[config.mk]
export PLATFORM = sky130hd
export DESIGN_NAME = bit_vector_alu_flat
export DESIGN_NICKNAME = d
export VERILOG_FILES = /design/src/rtl/bva_pkg.sv /design/src/rtl/bva_req_if.sv /design/src/rtl/bva_rsp_if.sv /design/src/rtl/bva_exec.sv /design/src/rtl/bit_vector_alu.sv /design/src/flat_wrapper.sv
export SDC_FILE = /design/constraint.sdc
export NUM_CORES = 2
export LEC_CHECK = 0
export CORE_UTILIZATION = 55
export DETAILED_ROUTE_END_ITERATION = 7
export DONT_BUFFER_PORTS = 1
export PLACE_DENSITY_LB_ADDON = 0.12
export SLEW_MARGIN = 0
export SYNTH_ARGS = -nofsm -noshare
export SYNTH_HDL_FRONTEND = slang
export SYNTH_SLANG_ARGS = --single-unit
[constraint.sdc]
create_clock -name clock -period 16.6 [get_ports clock]
set_clock_uncertainty 0.15 [all_clocks]
set_input_delay 1.66 -clock clock [delete_from_list [all_inputs] [get_ports clock]]
set_output_delay 1.66 -clock clock [all_outputs]
set_load 0.01 [all_outputs]
[src/rtl/bva_pkg.sv]
// ----------------------------------------------------------------------------
// bva_pkg
// Widths, operation codes and stage payload types shared by the bit-vector
// ALU, its execute unit and its channel interfaces.
// ----------------------------------------------------------------------------
package bva_pkg;

   // Datapath width. Operands are reduced to this many bits before use.
   localparam int WIDTH  = 32;

   // Fixed field widths of the channels.
   localparam int OP_W   = 5;
   localparam int OPND_W = 32;
   localparam int FLD_W  = 6;
   localparam int RES_W  = 32;

   // Shift amount bits for an in-range shift, and the width in which field
   // bounds are compared against WIDTH.
   localparam int SH_W   = (WIDTH > 1) ? $clog2(WIDTH) : 1;
   localparam int CNT_W  = $clog2(WIDTH + 1);
   localparam int FCNT_W = (CNT_W > FLD_W) ? CNT_W : FLD_W;

   typedef logic [WIDTH-1:0] word_type;

   localparam word_type SIGN_BIT = word_type'(1) << (WIDTH - 1);

   typedef enum logic [OP_W-1:0] {
      OP_ADD     = 5'd0,
      OP_SUB     = 5'd1,
      OP_SHL     = 5'd2,
      OP_SHR     = 5'd3,
      OP_SRA     = 5'd4,
      OP_MUL     = 5'd5,
      OP_AND     = 5'd6,
      OP_OR      = 5'd7,
      OP_XOR     = 5'd8,
      OP_NOT     = 5'd9,
      OP_EQ      = 5'd10,
      OP_NE      = 5'd11,
      OP_ULT     = 5'd12,
      OP_UGT     = 5'd13,
      OP_ULE     = 5'd14,
      OP_UGE     = 5'd15,
      OP_SLT     = 5'd16,
      OP_SGT     = 5'd17,
      OP_EXTRACT = 5'd18
   } op_type;

   // Decoded operands after the input stage.
   typedef struct packed {
      op_type                op;
      word_type              a;
      word_type              b;
      logic                  big_shift;
      logic [SH_W-1:0]       shamt;
      logic [FLD_W-1:0]      fld_lo;
      word_type              fld_mask;
   } s1_type;

   // Execute stage results: the product and everything else, kept apart.
   typedef struct packed {
      op_type                op;
      word_type              prod;
      word_type              value;
   } s2_type;

endpackage

[src/rtl/bva_req_if.sv]
// ----------------------------------------------------------------------------
// bva_req_if
// Request channel of the bit-vector ALU: valid/ready plus operation fields.
// ----------------------------------------------------------------------------
interface bva_req_if;
   import bva_pkg::*;

   logic               valid;
   logic               ready;
   logic [OP_W-1:0]    operation;
   logic [OPND_W-1:0]  operand_a;
   logic [OPND_W-1:0]  operand_b;
   logic [FLD_W-1:0]   field_start;
   logic [FLD_W-1:0]   field_end;

   modport source (
      output valid, operation, operand_a, operand_b, field_start, field_end,
      input  ready
   );

   modport sink (
      input  valid, operation, operand_a, operand_b, field_start, field_end,
      output ready
   );

endinterface

[src/rtl/bva_rsp_if.sv]
// ----------------------------------------------------------------------------
// bva_rsp_if
// Response channel of the bit-vector ALU: valid/ready plus the result word.
// ----------------------------------------------------------------------------
interface bva_rsp_if;
   import bva_pkg::*;

   logic              valid;
   logic              ready;
   logic [RES_W-1:0]  result_value;

   modport source (
      output valid, result_value,
      input  ready
   );

   modport sink (
      input  valid, result_value,
      output ready
   );

endinterface

[src/rtl/bva_exec.sv]
// ----------------------------------------------------------------------------
// bva_exec
// Execute stage logic: product, adder, compares, shifts, logic and field
// extraction on decoded operands. The multiply result is kept separate so
// that the final select happens one stage later.
// ----------------------------------------------------------------------------
module bva_exec (
   input  bva_pkg::s1_type stage_in,
   output bva_pkg::s2_type stage_out
);
   import bva_pkg::*;

   word_type         a;
   word_type         b;
   logic [WIDTH:0]   udiff;
   logic [WIDTH:0]   sdiff;
   logic             eq;
   logic             ult;
   logic             slt;
   word_type         sra_val;

   assign a = stage_in.a;
   assign b = stage_in.b;

   // Borrow out of the subtraction gives less-than; flipping the sign bits
   // turns the signed compare into an unsigned one.
   assign udiff   = {1'b0, a} - {1'b0, b};
   assign sdiff   = {1'b0, a ^ SIGN_BIT} - {1'b0, b ^ SIGN_BIT};
   assign eq      = (a == b);
   assign ult     = udiff[WIDTH];
   assign slt     = sdiff[WIDTH];
   assign sra_val = word_type'($signed(a) >>> stage_in.shamt);

   always_comb begin
      stage_out.op   = stage_in.op;
      stage_out.prod = a * b;
      case (stage_in.op)
         OP_ADD:     stage_out.value = a + b;
         OP_SUB:     stage_out.value = a - b;
         OP_SHL:     stage_out.value = stage_in.big_shift ? '0 : (a << stage_in.shamt);
         OP_SHR:     stage_out.value = stage_in.big_shift ? '0 : (a >> stage_in.shamt);
         OP_SRA:     stage_out.value = stage_in.big_shift ? {WIDTH{a[WIDTH-1]}} : sra_val;
         OP_AND:     stage_out.value = a & b;
         OP_OR:      stage_out.value = a | b;
         OP_XOR:     stage_out.value = a ^ b;
         OP_NOT:     stage_out.value = ~a;
         OP_EQ:      stage_out.value = word_type'(eq);
         OP_NE:      stage_out.value = word_type'(!eq);
         OP_ULT:     stage_out.value = word_type'(ult);
         OP_UGT:     stage_out.value = word_type'(!ult && !eq);
         OP_ULE:     stage_out.value = word_type'(ult || eq);
         OP_UGE:     stage_out.value = word_type'(!ult);
         OP_SLT:     stage_out.value = word_type'(slt);
         OP_SGT:     stage_out.value = word_type'(!slt && !eq);
         OP_EXTRACT: stage_out.value = (a >> stage_in.fld_lo) & stage_in.fld_mask;
         default:    stage_out.value = '0;
      endcase
   end

endmodule

[src/rtl/bit_vector_alu.sv]
// ----------------------------------------------------------------------------
// bit_vector_alu
// Three-stage pipelined integer ALU: add, subtract, shifts, multiply (low
// half), bitwise logic, compares and bit-field extract.
//
//   Channel   Direction  Handshake      Payload
//   req_chan  in         valid/ready    operation, operand_a, operand_b,
//                                       field_start, field_end
//   rsp_chan  out        valid/ready    result_value
//
// Every operation passes three register stages: decode, execute (multiplier
// and adder), final select into the output register. A response is valid once
// its item reaches the output register; a stall can hold the item in any stage.
// One request is accepted per cycle when the response side keeps up.
// A stall holds each full stage; an empty stage still fills, so bubbles close.
// Reset clears the stage valid bits only.
// ----------------------------------------------------------------------------
module bit_vector_alu (
   input  logic        clock,
   input  logic        reset,
   bva_req_if.sink     req_chan,
   bva_rsp_if.source   rsp_chan
);
   import bva_pkg::*;

   logic              s1_valid_ff;
   s1_type            s1_ff;
   s1_type            s1_in;
   logic              s2_valid_ff;
   s2_type            s2_ff;
   s2_type            s2_in;
   logic              out_valid_ff;
   logic [RES_W-1:0]  out_value_ff;
   logic [RES_W-1:0]  out_value_in;

   logic              s1_en;
   logic              s2_en;
   logic              out_en;

   word_type              opnd_b;
   logic [FCNT_W-1:0]     fs_w;
   logic [FCNT_W-1:0]     fe_w;
   logic [FCNT_W-1:0]     fe_clamp;
   logic [FCNT_W-1:0]     fld_len;

   // A stage loads when it is empty or its contents move on this cycle.
   assign out_en = !out_valid_ff || rsp_chan.ready;
   assign s2_en  = !s2_valid_ff || out_en;
   assign s1_en  = !s1_valid_ff || s2_en;

   assign req_chan.ready        = s1_en;
   assign rsp_chan.valid        = out_valid_ff;
   assign rsp_chan.result_value = out_value_ff;

   // Decode: reduce operands, flag out-of-range shifts, build the field mask.
   assign opnd_b   = word_type'(req_chan.operand_b);
   assign fs_w     = FCNT_W'(req_chan.field_start);
   assign fe_w     = FCNT_W'(req_chan.field_end);
   assign fe_clamp = (fe_w > FCNT_W'(WIDTH)) ? FCNT_W'(WIDTH) : fe_w;
   assign fld_len  = fe_clamp - fs_w;

   always_comb begin
      s1_in.op        = op_type'(req_chan.operation);
      s1_in.a         = word_type'(req_chan.operand_a);
      s1_in.b         = opnd_b;
      s1_in.big_shift = (OPND_W'(opnd_b) >= OPND_W'(WIDTH));
      s1_in.shamt     = opnd_b[SH_W-1:0];
      s1_in.fld_lo    = req_chan.field_start;
      if (fs_w < fe_clamp) begin
         if (fld_len >= FCNT_W'(WIDTH)) begin
            s1_in.fld_mask = '1;
         end else begin
            s1_in.fld_mask = ~(word_type'('1) << fld_len);
         end
      end else begin
         s1_in.fld_mask = '0;
      end
   end

   bva_exec u_exec (
      .stage_in  (s1_ff),
      .stage_out (s2_in)
   );

   assign out_value_in = RES_W'((s2_ff.op == OP_MUL) ? s2_ff.prod : s2_ff.value);

   always_ff @(posedge clock) begin
      if (reset) begin
         s1_valid_ff  <= 1'b0;
         s2_valid_ff  <= 1'b0;
         out_valid_ff <= 1'b0;
      end else begin
         if (s1_en) begin
            s1_valid_ff <= req_chan.valid;
         end
         if (s2_en) begin
            s2_valid_ff <= s1_valid_ff;
         end
         if (out_en) begin
            out_valid_ff <= s2_valid_ff;
         end
      end
   end

   always_ff @(posedge clock) begin
      if (s1_en) begin
         s1_ff <= s1_in;
      end
      if (s2_en) begin
         s2_ff <= s2_in;
      end
      if (out_en) begin
         out_value_ff <= out_value_in;
      end
   end

   // A request transfer always lands in the decode stage.
   a_req_fills_s1 : assert property (@(posedge clock) disable iff (reset)
      req_chan.valid && req_chan.ready |=> s1_valid_ff)
      else $error("request transfer did not reach the decode stage");

   // An executed item moves into the output register when it advances.
   a_s2_to_out : assert property (@(posedge clock) disable iff (reset)
      s2_valid_ff && out_en |=> rsp_chan.valid)
      else $error("executed item lost on the way to the output register");

   // With every stage full and the response stalled, no request is taken.
   a_full_stall : assert property (@(posedge clock) disable iff (reset)
      out_valid_ff && !rsp_chan.ready && s2_valid_ff && s1_valid_ff |-> !req_chan.ready)
      else $error("request accepted while the pipeline is full and stalled");

   // Compare operations produce only zero or one.
   a_cmp_bool : assert property (@(posedge clock) disable iff (reset)
      s2_valid_ff && (s2_ff.op == OP_EQ || s2_ff.op == OP_NE || s2_ff.op == OP_ULT ||
                      s2_ff.op == OP_UGT || s2_ff.op == OP_ULE || s2_ff.op == OP_UGE ||
                      s2_ff.op == OP_SLT || s2_ff.op == OP_SGT)
      |-> (s2_ff.value >> 1) == '0)
      else $error("compare result wider than one bit");

endmodule
[src/flat_wrapper.sv]
// flat-port wrapper written by rule: the top's interface ports become plain ports
module bit_vector_alu_flat import bva_pkg::*;
  (clock, reset, req_chan_valid, req_chan_operation, req_chan_operand_a, req_chan_operand_b, req_chan_field_start, req_chan_field_end, req_chan_ready, rsp_chan_valid, rsp_chan_result_value, rsp_chan_ready);
  bva_req_if req_chan_i ();
  bva_rsp_if rsp_chan_i ();
  input  logic clock;
  input  logic reset;
  input wire logic [$bits(req_chan_i.valid)-1:0] req_chan_valid;
  input wire logic [$bits(req_chan_i.operation)-1:0] req_chan_operation;
  input wire logic [$bits(req_chan_i.operand_a)-1:0] req_chan_operand_a;
  input wire logic [$bits(req_chan_i.operand_b)-1:0] req_chan_operand_b;
  input wire logic [$bits(req_chan_i.field_start)-1:0] req_chan_field_start;
  input wire logic [$bits(req_chan_i.field_end)-1:0] req_chan_field_end;
  output wire logic [$bits(req_chan_i.ready)-1:0] req_chan_ready;
  output wire logic [$bits(rsp_chan_i.valid)-1:0] rsp_chan_valid;
  output wire logic [$bits(rsp_chan_i.result_value)-1:0] rsp_chan_result_value;
  input wire logic [$bits(rsp_chan_i.ready)-1:0] rsp_chan_ready;
  assign req_chan_i.valid = req_chan_valid;
  assign req_chan_i.operation = req_chan_operation;
  assign req_chan_i.operand_a = req_chan_operand_a;
  assign req_chan_i.operand_b = req_chan_operand_b;
  assign req_chan_i.field_start = req_chan_field_start;
  assign req_chan_i.field_end = req_chan_field_end;
  assign req_chan_ready = req_chan_i.ready;
  assign rsp_chan_valid = rsp_chan_i.valid;
  assign rsp_chan_result_value = rsp_chan_i.result_value;
  assign rsp_chan_i.ready = rsp_chan_ready;
  bit_vector_alu u_core (.clock(clock), .reset(reset), .req_chan(req_chan_i), .rsp_chan(rsp_chan_i));
endmodule
# After elaboration in Yosys (flattened, before gate mapping)
# Cells that the tools add are included.
[word_totals] register_bits=217 in_bits=85 output_inout_bits=34 wordCells=76
[op_classes] n_addsub=5 multipliers=1 magnitude_cmp=4 eq_ne=19 shifts=5 mux=7 bitwise=8 reduce_logical=13
[ops] op="32-bit case mux with 18 select lines" n=1
[ops] op="32-bit two-way mux" n=5
[ops] op="32-bit by 32-bit subtractor with 33-bit output" n=2
[ops] op="32-bit AND" n=2
[ops] op="32-bit inverter" n=2
[ops] op="5-bit by 4-bit == test with 1-bit output, second input constant" n=8
[ops] op="32-bit adder" n=1
[ops] op="32-bit == test" n=1
[ops] op="32-bit by 6-bit greater-or-equal comparator with 1-bit output, second input constant" n=1
[ops] op="32-bit by 32-bit multiplier with 32-bit output" n=1
[ops] op="32-bit OR" n=1
[ops] op="32-bit by 5-bit left shift with 32-bit output" n=1
[ops] op="32-bit by 6-bit left shift with 32-bit output, first input constant" n=1
[ops] op="32-bit by 5-bit >> shifter with 32-bit output" n=1
[ops] op="32-bit by 6-bit >> shifter with 32-bit output" n=1
[ops] op="32-bit by 5-bit >>> shifter with 32-bit output" n=1
[ops] op="32-bit subtractor" n=1
[ops] op="32-bit XOR" n=1
[ops] op="5-bit by 3-bit == test with 1-bit output, second input constant" n=4
[ops] op="5-bit == test, second input constant" n=3
[ops] op="5-bit by 2-bit == test with 1-bit output, second input constant" n=2
[ops] op="6-bit greater-or-equal comparator, second input constant" n=1
[ops] op="6-bit > comparator, second input constant" n=1
[ops] op="1-bit zero test" n=6
[ops] op="8 further kinds" n=13

# Logic depth before layout (Yosys ltp)
[logic_depth] depth_word=6 ltp_mapped=30 ltp_nobuf=25

# Cells and area by module
# Synthesis repeated with hierarchy kept, for this count alone.
[unflattened] hier_cells=3667 hier_area_um2=33091.7
[modules_own_cells] module="bva_exec" n_inst=1 cells_per_inst=3276 area_per_inst_um2=25443.2 seq_area_each_um2=0.0
[modules_own_cells] module="bit_vector_alu" n_inst=1 cells_per_inst=391 area_per_inst_um2=7648.6 seq_area_each_um2=6336.1

# Least setup slack after synthesis
# OpenSTA, ideal clock, no wires.
[synth_timing] path_kind="flip-flop to flip-flop" from="register, netlist name u_core.s1_ff[40]" to="register u_core.s2_ff[63] in the netlist's numbering, data pin" setup_time_ps=260 arrival_ps=7937 required_time_ps=16190 slack_ps=8253 stages_incl_launch_ff=29 path_buffers=5 synth_period_minus_slack_ps=8347 cell_sequence="edfxtp_1 -> clkbuf_1 -> inv_1 -> buf_1 -> clkbuf_1 -> buf_1 -> nor2_1 -> fa_1 -> fa_1 -> fa_1 -> inv_1 -> fa_1 -> inv_1 -> fa_1 -> inv_1 -> fa_1 -> inv_1 -> fa_1 -> fa_1 -> ha_1 -> clkbuf_1 -> nand2_1 -> or3_1 -> nor4_1 -> nor2_1 -> a311oi_1 -> a31oi_1 -> o21ai_0 -> xnor2_1"
[synth_lines] item="to (signal assigned)" line="bit_vector_alu.sv:110" source="s2_ff <= s2_in;"
[synth_lines] item="to (decl)" line="bit_vector_alu.sv:30" source="s2_type s2_ff;"

==> impl_metrics.csv <==
group,metric,value,unit
global_routing,grt_usage,43.5,%
timing,hold_viol,0,
synthesis,syn-cell-area,33100,µm²
timing,worstMarginPinSlew,1230,ps
clock_network,root_buffer,"clkbuf_16",
die,dieHeight,247,µm
clock_network,clock_path_buffers,3,
synthesis,synth-edff-count,209,
clock_network,cts_tree,"built",
die,ios,119,
synthesis,synth-seq-cells,212,
clock_network,clkTransAtPathRegs,80,ps
critical_path,crit_path_max_fanout,18,
global_routing,antenna_found_initial,4,
critical_path,startpoint_type,"register",
cells_and_area,syn2layout_area_growth,4.71,%
timing,setup_viol,0,
global_routing,grt_pass1_wl,190,mm
critical_path,cp.required,16760,ps
global_routing,grt_pass1_vias,28569,
routing,wire_per_inst,30.7,µm
place,dpl.hpwl,98.6,mm
clock_network,htree_levels,1,
flow_run,max_cap_violations,0,
clock_network,postCtsSetupBuffers,0,
cells_and_area,multi_input_area,24000,µm²
synthesis,synth_ff_type,"edfxtp_1",
die,core_area,59200,µm²
timing,slew_violations,0,
cells_and_area,register_area,6340,µm²
min_path,min_path_type,"reg2reg",
global_routing,grt.overflow.total,0,
timing,max-slew-margin-rel,18.0,%
routing,vias_per_cell,6.65,
synthesis,synth.avg_cell_area,9.19,µm²
die,rows,89,
timing,maxClockFrequency,110,MHz
synthesis,syn_nets,4350,
synthesis,seq_area_frac_synth,19.2,%
synthesis,synthArstFlopShare,0,%
outcome,status,"complete, but fails checks",
critical_path,cp-end-kind,"register",
die,dieArea,61100,µm²
synthesis,synth_warnings,0,
synthesis,synth_cell_type_count,76,
clock_network,cts_buffers,24,
routing,final_antenna_net_count,0,
synthesis,postSynthCellCount,3597,
cells_and_area,fillers,5135,
die,start_util,55.8,%
cells_and_area,drive_gt1_share,7.61,%
critical_path,cp.arrival,9240,ps
clock_network,hold_buffers,0,
routing,dr.pass1.iters,8,
timing,fin_crit_sh,54.7,%
cells_and_area,layout.nets,4233,
routing,drtIter0Drc,3381,
global_routing,grt_max_degree,70,
place,place.gp.congestion,1.04,
place,numPortBuffers,0,
die,fp.dieW,247,µm
routing,vias,28425,
timing,grt_setup_unrepaired,"false",
clock_network,clkSinkCount,212,
timing,period_minus_slack,9080,ps
outcome,violations,"design-rule violations",
routing,drc,12,
critical_path,critPathKind,"reg2reg",
clock_network,cts_resized,0,
routing,wirelength,131,mm
timing,fin_tns_setup,0,ps
clock_network,clock_latency,570,ps
-- critical path: stages, from the launching register on --
cell and delay (ps):
edfxtp_1 860, clkinv_1 760, nor2_1 330, fa_1 460, fa_1 470, fa_1 520, inv_1 60, fa_1 520
inv_1 50, fa_1 500, inv_1 50, fa_1 530, inv_1 50, fa_1 490, fa_1 430, ha_1 420
nand2_1 110, or3_1 400, nor4_1 280, nor2_1 90, a311oi_1 680, a31oi_1 240, o21ai_0 260, xnor2_1 90
-- per-stage QoR --
step / hold WS [ps] / std cells / setup slack [ps] / util (%) / cell area (µm²)
floorplan: 274 / 3597 / 8250 / - / 33100
global placement: 308 / 4227 / 7900 / 57.1 / 33800
detailed placement: 302 / 4227 / 7640 / 57.1 / 33800
CTS: 352 / 4269 / 7630 / 58.4 / 34600
global route: 378 / 4269 / 7260 / 58.4 / 34600
finish: 349 / 4273 / 7520 / 58.4 / 34600
-- final cells by class --
class | count | share of cell area [%]
clock inverters | 14 | 0.499
multi-input cells | 2645 | 69.2
flip-flops and latches | 212 | 18.3
clock buffers | 28 | 1.81
diodes | 4 | 0.0289
repair buffers | 81 | 1.76
well taps | 773 | 2.79
inverters | 516 | 5.59
-- sequential cells by signal (all words and copies together), names as in the netlist --
signal,cells
u_core.s1_valid_ff,1
u_core.s2_valid_ff,1
u_core.rsp_chan.result_value,32
u_core.s1_ff,108
u_core.s2_ff,69
u_core.rsp_chan.valid,1
-- layout by cell type, fill, tap and decap left out, types with 8 or more instances in the layout --
master / Yosys / final
o221ai_1: 25 / 25
a221oi_1: 17 / 17
and3_1: 15 / 15
clkbuf_16: 0 / 24
o31ai_1: 12 / 12
o22ai_1: 31 / 31
nor2b_1: 19 / 19
nand3_1: 35 / 35
ha_1: 258 / 258
nand2b_1: 16 / 16
o21bai_1: 9 / 9
edfxtp_1: 209 / 209
a31oi_1: 30 / 30
inv_1: 497 / 495
nand2_1: 324 / 323
clkinv_1: 16 / 17
fa_1: 410 / 410
buf_4: 0 / 81
mux4_2: 70 / 70
xnor2_1: 115 / 115
xor2_1: 27 / 27
nor4_1: 18 / 17
o211ai_1: 11 / 11
o21ai_0: 121 / 121
nor2_1: 529 / 527
a311oi_1: 12 / 12
mux2_2: 48 / 48
or3_1: 12 / 12
and2_1: 13 / 13
a211oi_1: 20 / 20
nor3_1: 39 / 36
mux2i_1: 118 / 118
a21o_1: 23 / 23
a21oi_1: 144 / 144
a22oi_1: 8 / 8
o21a_1: 10 / 10
-- worst paths after layout --
path	from	endpoint	slack, ps	depth (start not counted)
worst max-delay path	u_core.s1_ff[41]	u_core.s2_ff[63]	7520	23
worst min-delay path	u_core.s2_valid_ff	u_core.rsp_chan.valid	350	2
worst max register to register	u_core.s1_ff[41]	u_core.s2_ff[63]	7520	23
worst min register to register	u_core.s2_valid_ff	u_core.rsp_chan.valid	350	2
-- kinds of logic after synthesis --
family | share of synthesized area [%]
AND/OR/NAND/NOR | 13.6
buffers and inverters | 8.47
adder cells (fa/ha/maj) | 34.6
AO/OA/AOI/OAI | 10.4
multiplexers | 9.98
flip-flops | 19.2
XOR/XNOR | 3.76
-- layer usage --
metal / wire length (µm) / GRT usage, % / part of all wire [%]
met5: 31 / 0 / 0.024
met4: 10100 / 27.5 / 7.7
met3: 16900 / 12.9 / 13
met2: 54900 / 63.0 / 42
met1: 49500 / 56.9 / 38
-- synthesized netlist by cell type (all sizes together), types with 39 or more instances --
library cell  count  area, µm²
mux4             70       1580
nand2           324       1220
xnor2           115       1010
mux2             48        541
o21ai           123        619
a21oi           144        721
mux2i           118       1180
ha              258       3230
nor3             39        195
inv             500       1880
edfxtp          209       6280
buf              56        234
clkbuf          168        631
fa              410       8210
nor2            529       1990
Power is not shown: default switching activity piles up to over one toggle a cycle in this logic, so the estimate is an artifact.
